## src/rtl/spg_pkg.sv

```systemverilog
// Shared constants, types and helpers of the Sobol point generator.
package spg_pkg;

	localparam int NUM_DIMS   = 8;
	localparam int WORD_BITS  = 32;
	localparam int MAX_DEGREE = 18;

	localparam int DIM_W   = (NUM_DIMS > 1) ? $clog2(NUM_DIMS) : 1;
	localparam int CNT_W   = $clog2(NUM_DIMS + 1);
	localparam int BIT_W   = $clog2(WORD_BITS);
	localparam int DEG_W   = 5;
	localparam int COEFF_W = 17;
	localparam int INIT_W  = 18;
	localparam int REQ_W   = 3;
	localparam int SEL_W   = 3;
	localparam int IDX_W   = 5;
	localparam int SKIP_W  = 32;
	localparam int COORD_W = 32;

	localparam logic [REQ_W-1:0] REQ_SET_POLY   = 3'd0;
	localparam logic [REQ_W-1:0] REQ_LOAD_INIT  = 3'd1;
	localparam logic [REQ_W-1:0] REQ_BUILD      = 3'd2;
	localparam logic [REQ_W-1:0] REQ_NEXT_POINT = 3'd3;
	localparam logic [REQ_W-1:0] REQ_SKIP       = 3'd4;

	// register index, taken from paddr[2]
	localparam logic REG_DIMS_IN_USE = 1'b0;

	typedef logic [WORD_BITS-1:0] word_t;
	typedef logic [BIT_W-1:0]     bit_idx_t;
	typedef logic [DIM_W-1:0]     dim_idx_t;
	typedef logic [CNT_W-1:0]     dim_cnt_t;

	typedef enum logic [2:0] {
		OP_NONE,
		OP_SET,
		OP_LOAD,
		OP_BUILD,
		OP_NEXT,
		OP_SKIP_CLR,
		OP_SKIP_STEP,
		OP_SHIFT
	} cell_op_t;

	typedef struct packed {
		cell_op_t           op;
		dim_idx_t           sel;
		logic               dim_ok;
		logic [DEG_W-1:0]   degree;
		logic [COEFF_W-1:0] coeff;
		logic               idx_ok;
		bit_idx_t           idx;
		logic [INIT_W-1:0]  init;
		bit_idx_t           rd_addr;
		logic               gray_bit;
		logic               advance;
	} cell_cmd_t;

	// fixed direction numbers of dimension 0
	function automatic word_t fixed_dir(bit_idx_t a);
		fixed_dir = word_t'(1) << (WORD_BITS - 1 - int'(a));
	endfunction

endpackage

```

## src/rtl/spg_cfg.sv

```systemverilog
// APB register port: dims_in_use.
module spg_cfg import spg_pkg::*; (
	input  logic        clk,
	input  logic        arst_n,
	input  logic        psel,
	input  logic        penable,
	input  logic        pwrite,
	input  logic [2:0]  paddr,
	input  logic [31:0] pwdata,
	output logic [31:0] prdata,
	output logic        pready,
	output logic [3:0]  dims_in_use
);

	localparam logic [3:0] DIMS_RESET = 4'd8;

	logic [3:0] dims_q;

	always_ff @(posedge clk or negedge arst_n) begin
		if (!arst_n) begin
			dims_q <= DIMS_RESET;
		end else if (psel && penable && pwrite && (paddr[2] == REG_DIMS_IN_USE)) begin
			dims_q <= pwdata[3:0];
		end
	end

	assign prdata      = (paddr[2] == REG_DIMS_IN_USE) ? {28'd0, dims_q} : 32'd0;
	assign pready      = 1'b1;
	assign dims_in_use = dims_q;

endmodule

```

## config.mk

```make
export PLATFORM = sky130hd
export DESIGN_NAME = spg_cfg
export DESIGN_NICKNAME = d
export VERILOG_FILES = /design/src/rtl/spg_pkg.sv /design/src/rtl/spg_cfg.sv
export SDC_FILE = /design/constraint.sdc
export NUM_CORES = 1
export LEC_CHECK = 0
export ABC_AREA = 1
export ABC_CLOCK_PERIOD_IN_PS = 1000
export BUFFER_PORTS_ARGS = -buffer_cell sky130_fd_sc_hd__clkbuf_2
export CORE_UTILIZATION = 28
export DETAILED_ROUTE_END_ITERATION = 10
export PLACE_DENSITY = 0.88
export REMOVE_ABC_BUFFERS = 1
export SYNTH_ARGS = -nofsm -noshare
export SYNTH_HDL_FRONTEND = slang
export SYNTH_SLANG_ARGS = --single-unit
```

## constraint.sdc

```tcl
create_clock -name clk -period 1 [get_ports clk]
set_input_delay 0.1 -clock clk [delete_from_list [all_inputs] [get_ports clk]]
set_output_delay 0.1 -clock clk [all_outputs]
set_load 0.005 [all_outputs]
```

Word-level counts from Yosys, hierarchy flattened
Index checks and enable logic that the tools add are counted.
{"block": "totals", "n_memories": 0, "latchBits": 0, "register_bits": 4, "out_inout_bits": 37, "mem_bits_rw": 0, "romBits": 0, "inputBits": 40, "wordCells": 6}
{"block": "op_classes", "shifts": 0, "addsub": 0, "eq_ne": 0, "muxes": 1, "n_mul": 0, "bitwise_logic": 1, "reduce_logical": 3, "n_div": 0, "n_lt_le_gt_ge": 0}
{"cell": "2-to-1 mux 4 bit", "n": 1}
{"cell": "logical AND 1 bit", "n": 3}
{"cell": "inverter 1 bit", "n": 1}

Logic depth before layout (Yosys ltp)
{"block": "logic_depth", "ltp_word": 3, "ltp_mapped": 5, "mapped_depth_nobuf": 5}

Least setup slack after synthesis
Ideal clock, no wire load.
{"block": "synth_timing", "path_type": "reg-to-output", "startpoint": "register dims_q[3] (netlist: dims_in_use[3])", "endpoint": "output port prdata[3]", "stages_incl_launch_ff": 3, "arrival_time_ps": 657, "slack_ps": 243, "n_path_buf": 0, "required_ps": 900, "cell_sequence": "dfstp_2 -> inv_1 -> nor2_1"}
{"block": "synth_between", "elab_chain_len": 1}
{"item": "from (decl)", "line": "spg_cfg.sv:17", "text": "logic [3:0] dims_q;"}
{"item": "from (signal assigned)", "line": "spg_cfg.sv:23", "text": "dims_q <= pwdata[3:0];"}
{"item": "2-to-1 mux 4 bit", "line": "spg_cfg.sv:27", "text": "assign prdata = (paddr[2] == REG_DIMS_IN_USE) ? {28'd0, dims_q} : 32'd0;"}
{"item": "to (decl)", "line": "spg_cfg.sv:10", "text": "output logic [31:0] prdata,"}
No other way between the ends.

Final worst setup path
Same ends and word-level chain as after synthesis.

==> flow_summary_export.csv <==
group,metric,value,unit
setup_path,rrSetupSlack,0.21,ns
yosys,synthesis.area,440.4,um^2
floorplan,die_width,41.66,um
power,switching_power,0.2024,mW
clock_network,clk_pin_slew_worst_paths,0.04,ns
setup_path,arrival,0.97,ns
flow_run,drv_cap,0,
power,power_leakage,0.3342,nW
setup_path,slowest_stage,"dfstp_2",
yosys,yosysTopAreaCellShare,0.4943,
clock_network,cts_buffer_depth,2,
yosys,yosysUniqueCellTypes,10,
floorplan,die_area,1736,um^2
sta,fin_crit,1.068,ns
yosys,ys_ff_latch,4,
layout,design_area,495.5,um^2
yosys,synth-compound-area-share,0,
sta,fin_skew,0,ns
status,status,"finished, violations left",
power,p_per_area,1324,nW/um^2
floorplan,num_io_pins,77,
setup_path,max_stage_delay,0.53,ns
setup_path,r2r-start,"dims_in_use[3]$_DFFE_PN1P_",
setup_path,critPathCaptureType,"output port",
power,peakVddDrop,0.0004083,V
drt,drc,0,
layout,area_delta_synth_final,12.50,%
yosys,ys_seq_area_frac,0.2301,
setup_path,r2r_end,"dims_in_use[3]$_DFFE_PN1P_",
global_route,grt_max_degree,6,
power,p_comb_frac,0.323,
drt,ant_nets,0,
clock_network,clock_latency,0.24,ns
floorplan,coreArea,1383,um^2
clock_network,numCtsBuffers,3,
layout,nets,124,
drt,wl,627,um
global_route,track_usage,0.07471,
sta,hold_violations,0,
place,gp_congestion,0.6773,
setup_path,worstSetupStartpointType,"flip-flop",
drt,wl_per_cell,6.398,um
drt,dr.pass1.iters,2,
place,dpl_cell_area,427.9,um^2
power,pwr-share-clk,0.339,
yosys,synthXorXnorAreaFrac,0,
place,dp_hpwl,557.8,um
yosys,yosys.area_share.adder,0,
clock_network,cts-root-buf,"clkbuf_4",
sta,rsz0062_at_grt,"true",
power,pwr-share-seq,0.338,
sta,max_freq,935.9,MHz
place,dp_slack,0.1530,ns
setup_path,rr_worst_depth,3,
setup_path,path_cells,"inv_2 > nor2_2 > clkbuf_2",
sta,holdWs,0.06225,ns
clock_network,cts_tree,"done",
yosys,yosysTopAreaCell,"buf_4",
drt,vias_per_cell,3.276,
sta,fin_ws,-0.06850,ns
clock_network,cts.sinks,4,
status,failed_checks,"negative setup slack",
yosys,ys.warnings.count,0,
clock_network,htreeDepth,1,
drt,drt_iter0_markers,3,
power,internal-power,0.4538,mW
global_route,grt_overflow,0,
floorplan,initial_utilization,0.3186,
global_route,antenna_found_initial,0,
sta,drv_slew,0,
worst_hold_path,hp-start,"pwdata[3]",
worst_hold_path,min_delay_path_depth,3,
place,portBuffers,17,
sta,period_share,1.068,
sta,timing.setup.tns,-0.1252,ns
layout,largest_reg_flops,4,
yosys,synth.area.top_cells,"buf_4 49%, dfrtp_1 17%, nand2_1 7.7%",
worst_hold_path,min_to,"dims_in_use[3]$_DFFE_PN1P_",
sta,finalSetupViolations,2,
yosys,synth_top_family_by_area,"buffers and inverters",
yosys,syn-instance-count,60,
global_route,grt_pass1_vias,231,
setup_path,cp_max_fo,2,
yosys,synthMuxAreaShare,0,
yosys,synth-simple-area-share,0.2074,
floorplan,dieHeight,41.66,um
drt,vias,321,
layout,drive_above_1_share,0.3373,
global_route,grt_first_pass_wirelength,890,um
floorplan,num_rows,13,
setup_path,crit_required,0.90,ns
layout,diodes,0,
power,swShare,0.3084,
worst_hold_path,worstHoldPathType,"input pin to flip-flop",
yosys,avgSynthCellArea,7.340,um^2
setup_path,critical_path_class,"flip-flop to output port",
critical path, delay by kind of cell (launching register included):
kind | cells | cell delay, ns
flip-flops | 1 | 0.53
buffers and inverters | 2 | 0.14
AND/OR/NAND/NOR | 1 | 0.06
metal layers:
metal / GRT usage / up-vias / wire length [um]
met5: 0 / - / 0
met4: 0.07742 / 0 / 19
met3: 0.03043 / 2 / 75
met2: 0.1188 / 28 / 322
met1: 0.06915 / 128 / 210
li1: - / 163 / -
layout make-up:
| type | count | area (um^2) |
|---|---|---|
| clock buffer | 4 | 26.28 |
| fill | 156 | 887.1 |
| inverter | 6 | 22.52 |
| multi-input combinational | 48 | 202.7 |
| sequential | 4 | 101.3 |
| tap | 15 | 18.77 |
| timing repair buffer | 21 | 123.9 |
placed cells by master (no fill, tap or decap):
cell           count
clkbuf_2          16
dlygate4sd3_1      1
nand2_4            1
inv_2              1
dfstp_2            1
inv_1              5
nor2_4             1
nor2_2             1
dfrtp_1            3
nor2_1             3
clkbuf_4           3
clkbuf_1           1
nand2_1            9
buf_4              3
conb_1            29
nand3_1            4
buf_6              1
cells by family (layout without fill, tap and decap cells):
group	Yosys count	count (layout)
buffers and inverters	35	31
and+or+nand+nor	19	19
DFF	4	4
other	2	29
cell usage after synthesis (all sizes together):
cell type / instances
buf: 29
nand2: 10
inv: 6
nor2: 5
nand3: 4
dfrtp: 3
conb: 2
dfstp: 1
power by group through the flow:
stage	clock [mW]	combinational, mW	sequential (mW)
2_1_floorplan	0	0.0798	0.225
3_3_place_gp	0	0.159	0.224
3_5_place_dp	0	0.163	0.225
4_1_cts	0.231	0.181	0.222
5_1_grt	0.240	0.241	0.225
6_report	0.222	0.212	0.222
per-stage QoR:
stage	util	cells	power [mW]
finish	0.3584	98	0.6562
global placement	0.3095	90	0.3826
global route	0.3584	98	0.7064
CTS	0.3412	96	0.6339
detailed placement	0.3095	90	0.3880
floorplan	-	58	0.3043
repair_timing:
action	4_1_cts	5_1_grt
endpoints found under the hold margin	4	0
endpoints found under the setup margin	1	4
pin swaps	1	1
buffers inserted	1	2
hold buffers	1	0
gates resized for setup	1	2
how the worst max path moves through the flow:
stage	from	endpoint	slack, ns	depth (start not counted)
floorplan	dims_in_use[3]$_DFFE_PN1P_	prdata[3]	0.24	2
global placement	dims_in_use[3]$_DFFE_PN1P_	prdata[3]	0.15	3
detailed placement	dims_in_use[3]$_DFFE_PN1P_	prdata[3]	0.15	3
CTS	dims_in_use[3]$_DFFE_PN1P_	prdata[3]	-0.10	3
global route	dims_in_use[3]$_DFFE_PN1P_	prdata[3]	-0.11	3
finish	dims_in_use[3]$_DFFE_PN1P_	prdata[3]	-0.07	3
Note: power is estimated with default switching activity, not from simulation.
