<file path="src/rtl/spg_pkg.sv">
// Shared constants, types and helpers of the Sobol point generator.
package spg_pkg;

	localparam int NUM_DIMS   = 8;
	localparam int WORD_BITS  = 32;
	localparam int MAX_DEGREE = 18;

	localparam int DIM_W   = (NUM_DIMS > 1) ? $clog2(NUM_DIMS) : 1;
	localparam int CNT_W   = $clog2(NUM_DIMS + 1);
	localparam int BIT_W   = $clog2(WORD_BITS);
	localparam int DEG_W   = 5;
	localparam int COEFF_W = 17;
	localparam int INIT_W  = 18;
	localparam int REQ_W   = 3;
	localparam int SEL_W   = 3;
	localparam int IDX_W   = 5;
	localparam int SKIP_W  = 32;
	localparam int COORD_W = 32;

	localparam logic [REQ_W-1:0] REQ_SET_POLY   = 3'd0;
	localparam logic [REQ_W-1:0] REQ_LOAD_INIT  = 3'd1;
	localparam logic [REQ_W-1:0] REQ_BUILD      = 3'd2;
	localparam logic [REQ_W-1:0] REQ_NEXT_POINT = 3'd3;
	localparam logic [REQ_W-1:0] REQ_SKIP       = 3'd4;

	// register index, taken from paddr[2]
	localparam logic REG_DIMS_IN_USE = 1'b0;

	typedef logic [WORD_BITS-1:0] word_t;
	typedef logic [BIT_W-1:0]     bit_idx_t;
	typedef logic [DIM_W-1:0]     dim_idx_t;
	typedef logic [CNT_W-1:0]     dim_cnt_t;

	typedef enum logic [2:0] {
		OP_NONE,
		OP_SET,
		OP_LOAD,
		OP_BUILD,
		OP_NEXT,
		OP_SKIP_CLR,
		OP_SKIP_STEP,
		OP_SHIFT
	} cell_op_t;

	typedef struct packed {
		cell_op_t           op;
		dim_idx_t           sel;
		logic               dim_ok;
		logic [DEG_W-1:0]   degree;
		logic [COEFF_W-1:0] coeff;
		logic               idx_ok;
		bit_idx_t           idx;
		logic [INIT_W-1:0]  init;
		bit_idx_t           rd_addr;
		logic               gray_bit;
		logic               advance;
	} cell_cmd_t;

	// fixed direction numbers of dimension 0
	function automatic word_t fixed_dir(bit_idx_t a);
		fixed_dir = word_t'(1) << (WORD_BITS - 1 - int'(a));
	endfunction

endpackage

</file>
<file path="src/rtl/spg_cell.sv">
// One dimension: direction numbers, build sequencer, coordinate and output shift stage.
module spg_cell import spg_pkg::*; (
	input  logic      clk,
	input  logic      arst_n,
	input  dim_idx_t  cell_id,
	input  cell_cmd_t cmd,
	input  word_t     sh_in,
	output word_t     sh_out,
	output logic      busy
);

	word_t              v_q [WORD_BITS];
	word_t              x_q;
	word_t              sh_q;
	word_t              acc_q;
	word_t              rd;
	word_t              term;
	word_t              acc_next;
	word_t              x_nxt;
	logic [DEG_W-1:0]   deg_q;
	logic [DEG_W-1:0]   s_eff;
	logic [DEG_W-1:0]   bk_q;
	logic [DEG_W-1:0]   cb;
	logic [COEFF_W-1:0] coeff_q;
	bit_idx_t           bi_q;
	bit_idx_t           ra;
	logic               busy_q;
	logic               hit;

	always_comb begin
		hit   = cmd.dim_ok && (cmd.sel == cell_id);
		s_eff = (deg_q > DEG_W'(MAX_DEGREE)) ? DEG_W'(MAX_DEGREE) : deg_q;
		ra    = busy_q ? bit_idx_t'(bi_q - bit_idx_t'(bk_q)) : cmd.rd_addr;
		rd    = (cell_id == '0) ? fixed_dir(ra) : v_q[ra];
		cb    = s_eff - bk_q - DEG_W'(1);
		if (bk_q == s_eff) begin
			term = rd ^ (rd >> s_eff);
		end else if ((cb < DEG_W'(COEFF_W)) && coeff_q[cb]) begin
			term = rd;
		end else begin
			term = '0;
		end
		acc_next = (bk_q == s_eff) ? term : (acc_q ^ term);
		x_nxt    = cmd.advance ? (x_q ^ rd) : x_q;
	end

	always_ff @(posedge clk or negedge arst_n) begin
		if (!arst_n) begin
			busy_q  <= 1'b0;
			bi_q    <= '0;
			bk_q    <= '0;
			acc_q   <= '0;
			deg_q   <= '0;
			coeff_q <= '0;
			x_q     <= '0;
			for (int i = 0; i < WORD_BITS; i++) begin
				v_q[i] <= '0;
			end
		end else begin
			// one term of the recurrence per cycle, k from s down to 1
			if (busy_q) begin
				if (bk_q == DEG_W'(1)) begin
					v_q[bi_q] <= acc_next;
					if (bi_q == bit_idx_t'(WORD_BITS - 1)) begin
						busy_q <= 1'b0;
					end else begin
						bi_q <= bi_q + bit_idx_t'(1);
						bk_q <= s_eff;
					end
				end else begin
					bk_q <= bk_q - DEG_W'(1);
				end
				acc_q <= acc_next;
			end
			case (cmd.op)
				OP_SET: begin
					if (hit) begin
						deg_q   <= cmd.degree;
						coeff_q <= cmd.coeff;
					end
				end
				OP_LOAD: begin
					if (hit && cmd.idx_ok) begin
						v_q[cmd.idx] <= word_t'(cmd.init) << (WORD_BITS - 1 - int'(cmd.idx));
					end
				end
				OP_BUILD: begin
					if (hit && (s_eff != '0) && (int'(s_eff) < WORD_BITS)) begin
						busy_q <= 1'b1;
						bi_q   <= bit_idx_t'(s_eff);
						bk_q   <= s_eff;
					end
				end
				OP_NEXT:      x_q <= x_nxt;
				OP_SKIP_CLR:  x_q <= '0;
				OP_SKIP_STEP: begin
					if (cmd.gray_bit) begin
						x_q <= x_q ^ rd;
					end
				end
				default: ;
			endcase
		end
	end

	always_ff @(posedge clk) begin
		case (cmd.op)
			OP_NEXT:  sh_q <= x_nxt;
			OP_SHIFT: sh_q <= sh_in;
			default:  ;
		endcase
	end

	assign sh_out = sh_q;
	assign busy   = busy_q;

endmodule

</file>
<file path="config.mk">
export PLATFORM = sky130hd
export DESIGN_NAME = spg_cell
export DESIGN_NICKNAME = d
export VERILOG_FILES = /design/src/rtl/spg_pkg.sv /design/src/rtl/spg_cell.sv
export SDC_FILE = /design/constraint.sdc
export NUM_CORES = 2
export LEC_CHECK = 0
export BUFFER_PORTS_ARGS = -buffer_cell sky130_fd_sc_hd__buf_2
export CELL_PAD_IN_SITES_DETAIL_PLACEMENT = 1
export CELL_PAD_IN_SITES_GLOBAL_PLACEMENT = 1
export CORE_MARGIN = 2
export CORE_UTILIZATION = 46
export CTS_BUF_LIST = sky130_fd_sc_hd__clkbuf_8
export DETAILED_ROUTE_END_ITERATION = 7
export PLACE_DENSITY_LB_ADDON = 0.1
export SYNTH_ARGS = -nofsm -noshare
export SYNTH_HDL_FRONTEND = slang
export SYNTH_SLANG_ARGS = --single-unit
</file>
<file path="constraint.sdc">
create_clock -name clk -period 6.4 [get_ports clk]
set_input_delay 0.96 -clock clk [delete_from_list [all_inputs] [get_ports clk]]
set_output_delay 0.96 -clock clk [all_outputs]
set_load 0.05 [all_outputs]
</file>
Yosys cells after proc, flatten, opt, wreduce, memory -nomap -nowiden
Index checks and enable logic that the tools add are counted.

Register bits after elaboration: 1153. Input bits: 97. Output and inout bits: 33.

Add/sub/neg operators: 7. Magnitude comparators: 8. Eq/ne operators: 12. Shift operators: 3. Muxes and demuxes: 40. Bitwise operators: 6. Reductions and logical operators: 12.

Operators with widths (number): $mux W1024 (4); $bwmux W1024 (2); $demux W32 S5 (2); $mux W32 (10); $bmux W32 S5 (1); $pmux W32 S3 (1); $xor A32 B32 Y32 (3); $pmux W32 S2 (1); $mux W5 (12); $shl A1 B32 Y32 const A (1); $shl A18 B32 Y32 (1); $shr A32 B5 Y32 (1); $ge A6 B6 Y1 const B (3); $not A5 Y6 (3); $eq A3 B3 Y1 const B (4); $lt A6 B1 Y1 const B (2); $sub A5 B5 Y6 const A (2); $sub A5 B1 Y5 const B (2); $sub A5 B5 Y5 (2); $eq A3 B2 Y1 const B (2); $logic_and A1 B1 Y1 (6); $lt A5 B6 Y1 const B (1); $mux W1 (6); $add A5 B1 Y5 const B (1); other kinds (14) (15).

Longest topological paths before layout
Word-level depth: 18. Mapped depth: 26. Mapped depth without buffers: 17.

Worst setup path before layout
No wires, ideal clock.

Path type: register to register. Start: reg deg_q[3]. End: reg v_q[1009] (netlist name). Library setup time: 0.078 ns. Data arrival time: 5.970 ns. Path slack: 0.352 ns. Cell stages (with the launch flop): 22. Period minus slack after synthesis: 6.048 ns. Path through: dfrtp_1 clkbuf_1 or3_1 a21o_1 inv_1 buf_1 buf_1 clkbuf_1 buf_1 ha_1 fa_1 mux4_2 mux4_2 mux2i_1 clkbuf_1 clkbuf_1 clkbuf_1 nor3_1 nor3_1 clkbuf_1 nand2_1 a21oi_1.

Word-level cells in the longest chain between the ends: 17. Elaborated cells between the ends (all ways): 21. Those cells by class: 2 x add/sub; 2 x order compare; 1 x eq/ne; 1 x shift; 12 x mux; 2 x bitwise; 1 x reduce/logical.

RTL lines: start, declared (line spg_cell.sv:20) `logic [DEG_W-1:0] deg_q;`; start signal, assigned (line spg_cell.sv:78) `deg_q <= cmd.degree;`; $gt A5 B5 Y1 (line spg_cell.sv:32) `s_eff = (deg_q > DEG_W'(MAX_DEGREE)) ? DEG_W'(MAX_DEGREE) : deg_q;`; $mux W5 * (line spg_cell.sv:32); $sub A5 B5 Y5 (line spg_cell.sv:35) `cb = s_eff - bk_q - DEG_W'(1);`; $sub A5 B1 Y5 (line spg_cell.sv:35); $bmux W1 S5 (line spg_cell.sv:38) `end else if ((cb < DEG_W'(COEFF_W)) && coeff_q[cb]) begin`; $mux W1 (not written as such) (line spg_cell.sv:38); $logic_and A1 B1 Y1 (line spg_cell.sv:38); $mux W32 (line spg_cell.sv:38); $mux W32 (line spg_cell.sv:36) `if (bk_q == s_eff) begin`; $xor A32 B32 Y32 (line spg_cell.sv:43) `acc_next = (bk_q == s_eff) ? term : (acc_q ^ term);`; $mux W32 * (line spg_cell.sv:43); $bwmux W1024 * (line spg_cell.sv:63) `v_q[bi_q] <= acc_next;`; $mux W1024 * (line spg_cell.sv:62) `if (bk_q == DEG_W'(1)) begin`; $mux W1024 * (line spg_cell.sv:61) `if (busy_q) begin`; $bwmux W1024 (line spg_cell.sv:84) `v_q[cmd.idx] <= word_t'(cmd.init) << (WORD_BITS - 1 - int'(cmd.idx));`; $mux W1024 (line spg_cell.sv:83) `if (hit && cmd.idx_ok) begin`; $mux W1024 * (line spg_cell.sv:75) `case (cmd.op)`; end signal, assigned by index (line spg_cell.sv:63); end signal, assigned by index (line spg_cell.sv:84); end, declared (line spg_cell.sv:12) `word_t v_q [WORD_BITS];`.

Mark *: on every way between the ends. The rest lies on a longest branch, timed or not. The select of a mux whose other input is x is not followed. A chain may end at the register's enable or synchronous reset.

Worst setup path after layout
Start: reg bi_q[0]. End: reg v_q[769] (netlist name).

Word-level cells in the longest chain between the ends: 18. Elaborated cells between the ends (all ways): 27. Those cells by class: 2 x add/sub; 2 x order compare; 2 x shift; 16 x mux; 4 x bitwise; 1 x reduce/logical.

RTL lines: start, declared (line spg_cell.sv:25) `bit_idx_t bi_q;`; start signal, assigned (line spg_cell.sv:67) `bi_q <= bi_q + bit_idx_t'(1);`; start signal, assigned (line spg_cell.sv:90) `bi_q <= bit_idx_t'(s_eff);`; $sub A5 B5 Y5 (line spg_cell.sv:33) `ra = busy_q ? bit_idx_t'(bi_q - bit_idx_t'(bk_q)) : cmd.rd_addr;`; $mux W5 (line spg_cell.sv:33); $not A5 Y6 (not written as such) (line spg_cell.sv:34) `rd = (cell_id == '0) ? fixed_dir(ra) : v_q[ra];`; $bmux W32 S5 (line spg_cell.sv:34); $mux W32 (not written as such) (2 in series) (line spg_cell.sv:34); $mux W32 (line spg_cell.sv:34); $shr A32 B5 Y32 (line spg_cell.sv:37) `term = rd ^ (rd >> s_eff);`; $xor A32 B32 Y32 (line spg_cell.sv:37); $mux W32 (line spg_cell.sv:36); $xor A32 B32 Y32 (line spg_cell.sv:43); $mux W32 (line spg_cell.sv:43); $bwmux W1024 * (line spg_cell.sv:63); $mux W1024 * (line spg_cell.sv:62); $mux W1024 * (line spg_cell.sv:61); $bwmux W1024 (line spg_cell.sv:84); $mux W1024 (line spg_cell.sv:83); $mux W1024 * (line spg_cell.sv:75).

Marked as above.

==> run_results.csv <==
group,metric,value,unit
finish,area_delta_synth_final,16.2,%
grt,grt_start_max_net_pins,167,
drt,num_vias,66439,
logic_synthesis,async_flop_share,97.2,%
finish,fin_util,53.9,%
drt,dr.pass1.iters,6,
logic_synthesis,synth_top_area_share,45.2,%
power,clock_power_share,17.8,%
timing,hold_viol_final,0,
finish,stdcell_count,9276,
logic_synthesis,synth-seq-cells,1153,
worst_setup_path,required,7.18,ns
clock_network,postCtsHoldBufs,0,
clock_network,htreeDepth,4,
finish,multi_input_area,30300,um2
clock_network,numCtsBuffers,202,
timing,fin_skew,0.0724,ns
logic_synthesis,synth_top_flop_cell,"dfrtp_1",
timing,tns,-4.22,ns
logic_synthesis,synth_top_area_cell,"dfrtp_1",
finish,layout.area.seq,29000,um2
floorplanning,die_w,371,um
placed_design,io_buffers,129,
job,drv_cap,0,
power,power_density,556,nW/um2
placed_design,dpl_worst_slack,-0.155,ns
floorplanning,die_h,371,um
clock_network,cts.sinks,1153,
logic_synthesis,synth_area,62000,um2
timing,timing.final.crit_share,102,%
finish,drive_gt1_share,16.4,%
worst_setup_path,crit_fanout,35,
drt,postRouteWirelength,337000,um
worst_setup_path,endpoint_kind,"flop",
timing,max_freq,153,MHz
logic_synthesis,synthMostInstantiatedCell,"dfrtp_1",
placed_design,placed_cells,8899,
timing,finalWorstSetupSlack,-0.155,ns
worst_setup_path,cp-start-kind,"flop",
placed_design,dp_hpwl,221000,um
worst_setup_path,path_class,"reg -> reg",
logic_synthesis,synth_area_leaders,"dfrtp_1 45%, a21oi_1 8.5%, o21ai_0 5.9%, nand2_1 4.1%, o22ai_1 3.9%",
logic_synthesis,synthCells,7204,
grt,grt_util_all_layers,48.1,%
worst_setup_path,worstPathArrival,7.34,ns
logic_synthesis,ys_seq_area_share,46.8,%
grt,grt_overflow,0,
clock_network,cts.path.max_buffers,3,
floorplanning,start_util,46.4,%
power,p_leak,31.5,nW
floorplanning,io-pin-count,130,
timing,fin_crit,6.56,ns
drt,viasPerCell,7.16,
logic_synthesis,synth.avg_cell_area,8.61,um2
logic_synthesis,yosys-top-cells-count,"1,121 x dfrtp_1, 1,058 x a21oi_1, 730 x o21ai_0",
timing,slew-limit-headroom,9.81,%
timing,timing.hold.ws,0.0697,ns
floorplanning,rows,134,
timing,worst_slew_pin_slew,1.35,ns
logic_synthesis,synth_edf_count,32,
power,pwr-share-seq,20.3,%
power,p_comb_share,61.8,%
drt,ant_nets,0,
power,irDropWorstVdd,0.614,mV
placed_design,gp_congestion,1.06,
power,power.internal,19.1,mW
logic_synthesis,synth_nets,7318,
grt,grt_pass1_vias,65519,
outcome,violations,"setup timing",
floorplanning,dieArea,138000,um2
hold_path,min_path_type,"in -> async",
outcome,status,"finished, violations left",
floorplanning,coreArea,134000,um2
timing,drv_slew,0,
drt,first_iter_violations,8777,
clock_network,cts_tree,"built",
grt,antenna_found_initial,29,
clock_network,cts-root-buf,"clkbuf_8",
drt,avgRoutedWirePerCell,36.3,um
power,power_switching,21.0,mW
logic_synthesis,yosysUniqueCellTypes,110,
grt,grt_pass1_wl,480000,um
finish,design.final.nets,7454,
timing,setup_violations,53,
logic_synthesis,ys_warn_count,0,
power,swShare,52.4,%
clock_network,cts.clk_slew.worst_paths,0.06,ns
drt,drc,0,
finish,fillers,15457,
clock_network,clk_latency,0.96,ns
## final cells by class
type | instances | area share (%)
multi-input cells | 5217 | 42.1
flip-flops and latches | 1153 | 40.3
repair buffers | 701 | 8.43
clock buffers | 258 | 4.93
well taps | 1768 | 3.07
clock inverters | 103 | 0.806
inverters | 65 | 0.339
diodes | 11 | 0.0382
## stage by stage
step	power, mW	cell area (um2)
6_report	40.1	72000
3_3_place_gp	31.2	67700
2_1_floorplan	18.5	62000
5_1_grt	40.5	72000
3_5_place_dp	31.4	67700
4_1_cts	38.6	71800
## placed cells by master, fill, tap and decap left out, drive strengths merged, types with 49 or more instances in the layout
master,count
and3,95
dfrtp,1121
a31oi,104
nand2,686
a21oi,1060
clkbuf,258
buf,701
nor3,144
o221ai,150
o31ai,102
o21ai,759
or3,98
mux2,49
o22ai,384
a22oi,58
mux2i,101
nand3,284
inv,135
nor2,527
nor4,70
## cells by family (layout without fill, tap and decap cells)
logic type      after synthesis  in the layout  share of synthesized area [%]
buf+inv                     835           1127                           5.67
mux                         162            162                           2.96
flops                      1153           1153                           46.8
compound gates             2943           2943                           28.3
simple gates               2037           2038                           15.2
other cells                   0             11                              0
fa+ha+maj                    17             17                          0.367
xor+xnor                     57             57                          0.805
## what timing repair did
item                                    4_1_cts  5_1_grt
resized for setup                             4       31
pin swaps                                     0        3
endpoints found under the setup margin       67      603
cloned                                        0        1
buffers inserted                              0        4
## path summary, 6_finish.rpt
check | to | start | slack, ns | cells past startpoint
worst max-delay path | v_q[769] | bi_q[0] | -0.16 | 23
worst min-delay path | x_q[7] | arst_n | 0.07 | 1
worst max register to register | v_q[769] | bi_q[0] | -0.16 | 23
worst min register to register | v_q[19] | v_q[19] | 0.49 | 2
max in group asynchronous | v_q[370] | arst_n | 4.77 | 2
min in group clk | deg_q[4] | cmd[52] | 0.29 | 3
## power groups by stage
stage,sequential [mW],combinational [mW],clock [mW]
after global routing,8.19,24.8,7.47
after CTS,8.14,23.3,7.16
after detailed placement,8.26,23.2,0
after global placement,8.24,23.0,0
after floorplan,8.36,10.1,0
final,8.15,24.8,7.14
## critical path, cell delays in order, from the launching register on
cell	delay, ns
dfrtp_1	0.44
inv_1	0.14
ha_1	0.18
inv_1	0.06
fa_1	0.59
buf_4	0.25
nand3_4	0.19
and2_4	0.36
buf_12	0.32
o22ai_1	0.12
or3_1	0.57
a32oi_2	0.45
o311ai_1	0.36
buf_4	0.27
o21ai_0	0.15
buf_4	0.17
o21ai_0	0.12
buf_4	0.18
o2111ai_1	0.30
and3_1	0.31
a311oi_2	0.17
o22ai_4	0.21
buf_12	0.24
a21oi_1	0.11
## state kept, by name, summed over array words and instances, names as in the netlist
register  count
deg_q         5
sh_out       32
bk_q          5
busy          1
x_q          32
bi_q          5
v_q        1024
acc_q        32
coeff_q      17
## metal layers
layer | share of wire (%) | vias up | track usage, % | wire, um
li1 | - | 26907 | - | -
met4 | 7.7 | 20 | 31.7 | 25800
met5 | 0.054 | - | 0.385 | 181
met1 | 38 | 33750 | 62.0 | 127000
met2 | 41 | 4611 | 67.9 | 139000
met3 | 13 | 1151 | 17.2 | 44100
Note: power is estimated with default switching activity, not from simulation.
